[config.mk]
export PLATFORM = sky130hd
export DESIGN_NAME = bldc_six_step_commutator
export DESIGN_NICKNAME = d
export VERILOG_FILES = /design/src/hw/rtl/bssc_pkg.sv /design/src/hw/rtl/bssc_regs.sv /design/src/hw/rtl/bssc_core.sv /design/src/hw/rtl/bldc_six_step_commutator.sv
export SDC_FILE = /design/constraint.sdc
export NUM_CORES = 1
export LEC_CHECK = 0
export ABC_CLOCK_PERIOD_IN_PS = 8800
export BUFFER_PORTS_ARGS = -buffer_cell sky130_fd_sc_hd__buf_4
export CAP_MARGIN = 20
export CORE_MARGIN = 2
export CORE_UTILIZATION = 60
export CTS_BUF_LIST = sky130_fd_sc_hd__clkbuf_4 sky130_fd_sc_hd__clkbuf_8
export CTS_CLUSTER_DIAMETER = 120
export CTS_CLUSTER_SIZE = 14
export DETAILED_ROUTE_END_ITERATION = 7
export PLACE_DENSITY = 0.82
export SYNTH_ARGS = -nofsm -noshare
export SYNTH_HDL_FRONTEND = slang
export SYNTH_SLANG_ARGS = --single-unit
[constraint.sdc]
create_clock -name clk -period 8.8 [get_ports clk]
set_input_delay 0.88 -clock clk [delete_from_list [all_inputs] [get_ports clk]]
set_output_delay 0.88 -clock clk [all_outputs]
set_load 0.05 [all_outputs]
[src/hw/rtl/bssc_pkg.sv]
// shared types, register map and commutation tables for the six-step commutator
package bssc_pkg;

    localparam int unsigned ADDR_W = 5;
    localparam int unsigned DATA_W = 32;

    // register indexes (byte address is 4 * index)
    localparam logic [2:0] REG_DIRECTION_FORWARD = 3'd0;
    localparam logic [2:0] REG_MANUAL_MODE       = 3'd1;
    localparam logic [2:0] REG_SINGLE_STEP       = 3'd2;
    localparam logic [2:0] REG_START_TARGET      = 3'd3;
    localparam logic [2:0] REG_STOP_PERIOD       = 3'd4;
    localparam logic [2:0] REG_ON_BEFORE_SAMPLE  = 3'd5;
    localparam logic [2:0] REG_ON_SAMPLE         = 3'd6;
    localparam logic [2:0] REG_OFF_TIME          = 3'd7;

    // event kinds
    localparam logic KIND_COMMUTATE = 1'b0;
    localparam logic KIND_PWM       = 1'b1;

    localparam logic [2:0] STEP_FIRST = 3'd1;
    localparam logic [2:0] STEP_LAST  = 3'd6;

    // phase bits for gate words
    localparam logic [2:0] PH_A = 3'b001;
    localparam logic [2:0] PH_B = 3'b010;
    localparam logic [2:0] PH_C = 3'b100;

    // floating phase codes
    localparam logic [1:0] FLOAT_A = 2'd0;
    localparam logic [1:0] FLOAT_B = 2'd1;
    localparam logic [1:0] FLOAT_C = 2'd2;

    typedef enum logic [1:0] {
        PWM_OFF    = 2'd0,
        PWM_ON_PRE = 2'd1,
        PWM_ON_ADC = 2'd2
    } pwm_state_t;

    typedef enum logic [1:0] {
        AUTO_STARTING = 2'd0,
        AUTO_RUNNING  = 2'd1,
        AUTO_STOPPING = 2'd2
    } auto_state_t;

    typedef struct packed {
        logic        kind;
        logic [15:0] step_period;
        logic        request_stop;
    } item_t;

    typedef struct packed {
        logic [2:0]  gate_high;
        logic [2:0]  gate_low;
        logic [1:0]  float_phase;
        logic [2:0]  step_now;
        logic [1:0]  pwm_phase;
        logic [15:0] pwm_reload;
        logic [15:0] new_period;
        logic        stop_flag;
        logic        detect_zero_cross;
        logic [1:0]  run_phase;
        logic [15:0] step_total;
    } result_t;

    // configuration seen by the core
    typedef struct packed {
        logic        direction_forward;
        logic        manual_mode;
        logic        single_step;
        logic [15:0] start_target_period;
        logic [15:0] stop_period;
        logic [15:0] on_before_sample_time;
        logic [15:0] on_sample_time;
        logic [15:0] off_time;
    } cfg_t;

    function automatic logic [2:0] pair_high(input logic [2:0] step);
        logic [2:0] g;
        case (step)
            3'd1, 3'd2: g = PH_A;
            3'd3, 3'd4: g = PH_B;
            3'd5, 3'd6: g = PH_C;
            default:    g = 3'b000;
        endcase
        return g;
    endfunction

    function automatic logic [2:0] pair_low(input logic [2:0] step);
        logic [2:0] g;
        case (step)
            3'd1, 3'd6: g = PH_B;
            3'd2, 3'd3: g = PH_C;
            3'd4, 3'd5: g = PH_A;
            default:    g = 3'b000;
        endcase
        return g;
    endfunction

    function automatic logic [1:0] float_of(input logic [2:0] step);
        logic [1:0] f;
        case (step)
            3'd1, 3'd4: f = FLOAT_C;
            3'd2, 3'd5: f = FLOAT_B;
            default:    f = FLOAT_A;
        endcase
        return f;
    endfunction

endpackage

[src/hw/rtl/bssc_regs.sv]
// apb configuration register file for the six-step commutator
module bssc_regs (
    input  logic                        clk,
    input  logic                        rst_n,
    input  logic                        psel,
    input  logic                        penable,
    input  logic                        pwrite,
    input  logic [bssc_pkg::ADDR_W-1:0] paddr,
    input  logic [bssc_pkg::DATA_W-1:0] pwdata,
    output logic [bssc_pkg::DATA_W-1:0] prdata,
    input  logic                        clear_single,
    output bssc_pkg::cfg_t              cfg
);
    import bssc_pkg::*;

    cfg_t       cfg_reg;
    cfg_t       cfg_next;
    logic       wr_en;
    logic [2:0] idx;

    assign idx   = paddr[ADDR_W-1:2];
    assign wr_en = psel && penable && pwrite;

    always_comb
    begin
        cfg_next = cfg_reg;
        // one-shot clears itself after the step it stops
        if (clear_single)
        begin
            cfg_next.single_step = 1'b0;
        end
        if (wr_en)
        begin
            case (idx)
                REG_DIRECTION_FORWARD: cfg_next.direction_forward     = pwdata[0];
                REG_MANUAL_MODE:       cfg_next.manual_mode           = pwdata[0];
                REG_SINGLE_STEP:       cfg_next.single_step           = pwdata[0];
                REG_START_TARGET:      cfg_next.start_target_period   = pwdata[15:0];
                REG_STOP_PERIOD:       cfg_next.stop_period           = pwdata[15:0];
                REG_ON_BEFORE_SAMPLE:  cfg_next.on_before_sample_time = pwdata[15:0];
                REG_ON_SAMPLE:         cfg_next.on_sample_time        = pwdata[15:0];
                REG_OFF_TIME:          cfg_next.off_time              = pwdata[15:0];
                default:               cfg_next = cfg_reg;
            endcase
        end
    end

    always_ff @(posedge clk or negedge rst_n)
    begin
        if (!rst_n)
        begin
            cfg_reg.direction_forward     <= 1'b1;
            cfg_reg.manual_mode           <= 1'b1;
            cfg_reg.single_step           <= 1'b0;
            cfg_reg.start_target_period   <= 16'd0;
            cfg_reg.stop_period           <= 16'hFFFF;
            cfg_reg.on_before_sample_time <= 16'd0;
            cfg_reg.on_sample_time        <= 16'd0;
            cfg_reg.off_time              <= 16'd0;
        end
        else
        begin
            cfg_reg <= cfg_next;
        end
    end

    always_comb
    begin
        case (idx)
            REG_DIRECTION_FORWARD: prdata = {31'd0, cfg_reg.direction_forward};
            REG_MANUAL_MODE:       prdata = {31'd0, cfg_reg.manual_mode};
            REG_SINGLE_STEP:       prdata = {31'd0, cfg_reg.single_step};
            REG_START_TARGET:      prdata = {16'd0, cfg_reg.start_target_period};
            REG_STOP_PERIOD:       prdata = {16'd0, cfg_reg.stop_period};
            REG_ON_BEFORE_SAMPLE:  prdata = {16'd0, cfg_reg.on_before_sample_time};
            REG_ON_SAMPLE:         prdata = {16'd0, cfg_reg.on_sample_time};
            REG_OFF_TIME:          prdata = {16'd0, cfg_reg.off_time};
            default:               prdata = '0;
        endcase
    end

    assign cfg = cfg_reg;

    // a one-shot clear with no write leaves the bit low
    assert property (@(posedge clk) disable iff (!rst_n)
        clear_single && !wr_en |=> !cfg_reg.single_step)
        else $error("single step not cleared");

endmodule

[src/hw/rtl/bssc_core.sv]
// commutation state and one-pass next-state / result logic
module bssc_core (
    input  logic              clk,
    input  logic              rst_n,
    input  logic              accept,
    input  bssc_pkg::item_t   item,
    input  bssc_pkg::cfg_t    cfg,
    output logic              clear_single,
    output bssc_pkg::result_t result
);
    import bssc_pkg::*;

    logic [2:0]  step_reg;
    logic [2:0]  step_next;
    pwm_state_t  pwm_reg;
    pwm_state_t  pwm_next;
    auto_state_t auto_reg;
    auto_state_t auto_next;
    logic [15:0] count_reg;
    logic [15:0] count_next;
    logic [15:0] reload;
    logic [15:0] period;
    logic        stop;
    logic        pwm_on;

    always_comb
    begin
        step_next    = step_reg;
        pwm_next     = pwm_reg;
        auto_next    = auto_reg;
        count_next   = count_reg;
        reload       = 16'd0;
        period       = item.step_period;
        stop         = 1'b0;
        clear_single = 1'b0;

        if (item.kind == KIND_COMMUTATE)
        begin
            if (cfg.direction_forward)
            begin
                step_next = (step_reg >= STEP_LAST) ? STEP_FIRST : step_reg + 3'd1;
            end
            else
            begin
                step_next = (step_reg <= STEP_FIRST) ? STEP_LAST : step_reg - 3'd1;
            end

            if (cfg.manual_mode)
            begin
                if (cfg.single_step)
                begin
                    stop         = 1'b1;
                    clear_single = accept;
                end
            end
            else
            begin
                // stop request takes effect before the state check
                if (item.request_stop)
                begin
                    auto_next = AUTO_STOPPING;
                end
                if (auto_next == AUTO_STARTING)
                begin
                    if (item.step_period < cfg.start_target_period)
                    begin
                        auto_next = AUTO_RUNNING;
                        period    = {1'b0, item.step_period[15:1]};
                    end
                end
                else if (auto_next == AUTO_STOPPING)
                begin
                    stop = (item.step_period > cfg.stop_period);
                end
            end
            count_next = count_reg + 16'd1;
        end
        else
        begin
            case (pwm_reg)
                PWM_OFF:
                begin
                    pwm_next = PWM_ON_PRE;
                    reload   = cfg.on_before_sample_time;
                end
                PWM_ON_PRE:
                begin
                    pwm_next = PWM_ON_ADC;
                    reload   = cfg.on_sample_time;
                end
                default:
                begin
                    pwm_next = PWM_OFF;
                    reload   = cfg.off_time;
                end
            endcase
        end
    end

    always_comb
    begin
        pwm_on                   = (pwm_next != PWM_OFF);
        result.gate_high         = pwm_on ? pair_high(step_next) : 3'b000;
        result.gate_low          = pwm_on ? pair_low(step_next) : 3'b000;
        result.float_phase       = float_of(step_next);
        result.step_now          = step_next;
        result.pwm_phase         = pwm_next;
        result.pwm_reload        = reload;
        result.new_period        = period;
        result.stop_flag         = stop;
        result.detect_zero_cross = !cfg.manual_mode && (auto_next == AUTO_RUNNING);
        result.run_phase         = auto_next;
        result.step_total        = count_next;
    end

    always_ff @(posedge clk or negedge rst_n)
    begin
        if (!rst_n)
        begin
            step_reg  <= STEP_FIRST;
            pwm_reg   <= PWM_OFF;
            auto_reg  <= AUTO_STARTING;
            count_reg <= 16'd0;
        end
        else if (accept)
        begin
            step_reg  <= step_next;
            pwm_reg   <= pwm_next;
            auto_reg  <= auto_next;
            count_reg <= count_next;
        end
    end

    assert property (@(posedge clk) disable iff (!rst_n)
        step_reg >= STEP_FIRST && step_reg <= STEP_LAST)
        else $error("step left the 1..6 ring");

    assert property (@(posedge clk) disable iff (!rst_n)
        accept && item.kind == KIND_COMMUTATE |=> step_reg != $past(step_reg))
        else $error("commutation did not move the step");

    assert property (@(posedge clk) disable iff (!rst_n)
        accept && item.kind == KIND_COMMUTATE |=> $stable(pwm_reg))
        else $error("pwm state moved on a commutation word");

endmodule

[src/hw/rtl/bldc_six_step_commutator.sv]
// top level of the six-step bldc commutator: handshake, output register, config port
// The commutator takes one event word per clock on the item channel unless it stalls and
// returns exactly one result word for each, in the next cycle, from a single output
// register. All next-state and result logic (step ring, pwm phase cycle, start/run/stop
// sequencing and the gate tables) sits in one short combinational pass between the
// accepted item and that register, so the sustained rate is one word per cycle while
// the result channel does not stall. The item channel stalls only while a finished
// result is held and the result channel is stalled; a result taken in the same cycle
// frees the register for the next word. Configuration goes through the apb port
// (register i at byte address 4*i) and should be written only while no word is in
// flight. The single_step bit clears itself after the commutation it stops.
module bldc_six_step_commutator (
    input  logic                        clk,
    input  logic                        rst_n,
    // event words
    input  logic                        item_valid,
    output logic                        item_stall,
    input  bssc_pkg::item_t             item,
    // result words
    output logic                        result_valid,
    input  logic                        result_stall,
    output bssc_pkg::result_t           result,
    // configuration
    input  logic                        psel,
    input  logic                        penable,
    input  logic                        pwrite,
    input  logic [bssc_pkg::ADDR_W-1:0] paddr,
    input  logic [bssc_pkg::DATA_W-1:0] pwdata,
    output logic [bssc_pkg::DATA_W-1:0] prdata,
    output logic                        pready
);
    import bssc_pkg::*;

    cfg_t    cfg;
    result_t core_result;
    result_t result_reg;
    logic    result_valid_reg;
    logic    accept;
    logic    clear_single;

    // zero wait-state port
    assign pready = 1'b1;

    bssc_regs u_regs (
        .clk          (clk),
        .rst_n        (rst_n),
        .psel         (psel),
        .penable      (penable),
        .pwrite       (pwrite),
        .paddr        (paddr),
        .pwdata       (pwdata),
        .prdata       (prdata),
        .clear_single (clear_single),
        .cfg          (cfg)
    );

    // hold off new words only while a result waits and the sink is stalled
    assign item_stall = result_valid_reg && result_stall;
    assign accept     = item_valid && !item_stall;

    bssc_core u_core (
        .clk          (clk),
        .rst_n        (rst_n),
        .accept       (accept),
        .item         (item),
        .cfg          (cfg),
        .clear_single (clear_single),
        .result       (core_result)
    );

    // result payload, loaded on every accepted word
    always_ff @(posedge clk)
    begin
        if (accept)
        begin
            result_reg <= core_result;
        end
    end

    always_ff @(posedge clk or negedge rst_n)
    begin
        if (!rst_n)
        begin
            result_valid_reg <= 1'b0;
        end
        else if (accept)
        begin
            result_valid_reg <= 1'b1;
        end
        else if (!result_stall)
        begin
            result_valid_reg <= 1'b0;
        end
    end

    assign result_valid = result_valid_reg;
    assign result       = result_reg;

    // every accepted word shows up as a result next cycle
    assert property (@(posedge clk) disable iff (!rst_n)
        accept |=> result_valid_reg)
        else $error("accepted word produced no result");

    // input side stalls only behind a held result
    assert property (@(posedge clk) disable iff (!rst_n)
        item_stall |-> result_valid_reg && result_stall)
        else $error("item stalled with output register free");

endmodule

==> results_dict.tcl <==
set metrics [dict create \
    status "completed" \
    core_um2 15200 \
    crit_end "prdata[15]" \
    first_global_vias 6450 \
    largest_reg_flops 83 \
    cp_cell_sequence "buf_4 -> inv_1 -> nor2_1 -> and2_1 -> a22o_1 -> buf_4" \
    final_area_um2 10810 \
    root_buffer "clkbuf_8" \
    place_area_um2 10300 \
    synthToLayoutAreaGrowth_pct 15.55 \
    grt_first_pass_wirelength_um 33380 \
    multi_input_area_um2 4278 \
    ys_types 61 \
    worstMarginPinSlew_ns 1.030 \
    setup_ws_ns 5.243 \
    cts_resized 0 \
    hold_slack_ns 0.2919 \
    wire_per_inst_um 18.62 \
    yosysMostFrequentCell "nand2_1" \
    min_period_ns 3.557 \
    hold_class "input port to asynchronous set/reset pin" \
    drt_iter0_drc 785 \
    ys.flop_type "dfrtp_1" \
    finalSetupViolCount 0 \
    dieArea_um2 16610 \
    cts_tree "built" \
    viasPerCell 6.013 \
    synth-seq-cells 172 \
    async_flop_share_pct 62.21 \
    n_antenna_cell 0 \
    cts.clk_slew.worst_paths_ns 0.10 \
    worst_path_most_repeated_cell "buf_4" \
    place_congestion 0.8654 \
    yosysTopAreaCellShare_pct 23.53 \
    cts_buffer_depth 2 \
    end_kind "output port" \
    netlist_area_um2 9358 \
    finalSetupTns_ns 0 \
    synth_common_cells "nand2_1 (95), dfrtp_1 (88), mux2_2 (72)" \
    report.power.total_w 0.002550 \
    dp_slack_ns 5.215 \
    yosysSeqAreaShare_pct 49.73 \
    r2r-start "u_regs.cfg[77]" \
    ys.warnings.count 0 \
    h-tree-depth 4 \
    critPathLaunchType "input port" \
    hold_buffers 0 \
    power_density_nw_per_um2 235.8 \
    timing.rr.end "result[23]" \
    synth_top_cell_by_area "dfrtp_1" \
    fmax_ghz 0.2811 \
    die_y_um 128.9 \
    fp.dieW_um 128.9 \
    crit_start "paddr[3]" \
    grt.total_usage_pct 26.20 \
    dp_hpwl_um 14300 \
    synthCells 843 \
    overflow 0 \
    synthTopCellsByArea "dfrtp_1 (24%), edfxtp_1 (21%), mux2_2 (8.7%)" \
    seq_area_um2 4653 \
    cts_buffers 17 \
    cts_setup_buffers 0 \
    p_leak_nw 4.649 \
    worst-endpoint-arrival_ns 2.68 \
    routed-via-count 6885 \
    antenna_found_initial 0 \
    max_stage_delay_ns 0.64 \
    fp-row-count 45 \
    fin_crit_sh_pct 40.42 \
    ant_nets 0 \
    crit_type "input port to output port" \
    slew_violations 0 \
    rsz0062_at_grt "false" \
    nNetsFinal 1040 \
    port_buffers 126 \
    ios 162 \
    ff2ff_setup_slack_ns 6.06 \
    start_util_pct 61.56 \
    vdd_drop_max_mv 0.1182 \
    dr.pass1.iters 5 \
    drc 0 \
    hold_viol 0 \
    critPathMaxFanout 21 \
    r2r_cells 8 \
    cp_slowest_cell "and2_1" \
    fill_cells 1107 \
    synth-edff-count 65 \
    clock-sinks 172 \
    synth.avg_cell_area_um2 11.10 \
    slew_headroom_pct 31.27 \
    postRouteWirelength_um 21320 \
    drv_cap 0 \
    critPathRequiredTime_ns 7.92 \
    insertion_delay_ns 0.48 \
    drive_gt1_share_pct 29.68 \
    skew_ns 0.01304 \
    grt_max_degree 86 \
]
==> worst max-delay path, delay by kind of cell <==
family | cells | cell delay, ns
AO/OA/AOI/OAI | 1 | 0.29
buffers and inverters | 3 | 0.64
AND/OR/NAND/NOR | 2 | 0.84
==> how the worst min path moves through the flow <==
stage                     cells after the start                  from                   end  slack [ns]
after floorplan                               1  u_core.count_reg[14]  u_core.count_reg[14]        0.44
after global placement                        1  u_core.count_reg[14]  u_core.count_reg[14]        0.46
after detailed placement                      1  u_core.count_reg[14]  u_core.count_reg[14]        0.46
after CTS                                     1                 rst_n   u_core.count_reg[2]        0.28
after global routing                          1                 rst_n   u_core.count_reg[2]        0.29
final                                         1                 rst_n   u_core.count_reg[2]        0.29
==> cell usage in the layout (no fill, tap or decap), types with 6 or more instances in the layout <==
master	count
conb_1	17
nand3_1	20
nor2b_1	6
xnor2_1	20
dfstp_2	19
or3_1	17
clkbuf_8	17
edfxtp_1	65
o32ai_1	15
a22o_1	16
inv_1	42
mux2i_1	19
o21ai_0	52
dfrtp_1	88
o211ai_1	16
nor2_1	20
nor3_1	10
mux4_2	14
xor2_1	12
and2_1	18
nand4_1	12
a21oi_1	24
mux2_2	72
ha_1	34
nand2b_1	10
nand2_1	95
buf_4	130
==> logic make-up (layout without fill, tap and decap cells) <==
| logic type | count (synthesis) | count (layout) | share of synthesized area (%) |
|---|---|---|---|
| flip-flops | 172 | 172 | 49.73 |
| XOR/XNOR | 32 | 32 | 2.995 |
| AND/OR/NAND/NOR | 235 | 235 | 12.47 |
| adder cells (fa/ha/maj) | 34 | 34 | 4.546 |
| other | 2 | 17 | 0.08025 |
| buffers and inverters | 111 | 210 | 5.308 |
| multiplexers | 105 | 105 | 14.07 |
| AO/OA/AOI/OAI | 152 | 152 | 10.80 |
==> power breakdown <==
part | leakage, nW | internal, W | switching, W
Clock | 0.195 | 0.000240 | 0.000323
Combinational | 2.49 | 0.000340 | 0.000522
Sequential | 1.96 | 0.00101 | 0.000117
==> layer usage <==
layer / part of all wire (%) / up-vias / GRT usage (%)
li1: - / 3226 / -
met1: 41 / 3335 / 34.91
met2: 50 / 278 / 42.95
met3: 7.0 / 46 / 5.863
met4: 2.1 / 0 / 8.760
met5: 0 / - / 0
==> per-stage QoR <==
step,util [%],cells
global placement,67.78,1108
CTS,70.41,1140
detailed placement,67.78,1108
finish,71.13,1145
global route,71.13,1145
floorplan,-,858
==> area by class of cell <==
| type | count | area share (%) |
|---|---|---|
| sequential | 172 | 43.03 |
| multi-input combinational | 575 | 39.56 |
| timing repair buffer | 135 | 10.03 |
| clock buffer | 18 | 2.233 |
| tap | 188 | 2.175 |
| inverter | 43 | 1.493 |
| clock inverter | 14 | 1.470 |
Power figures use the tool's default switching activity.
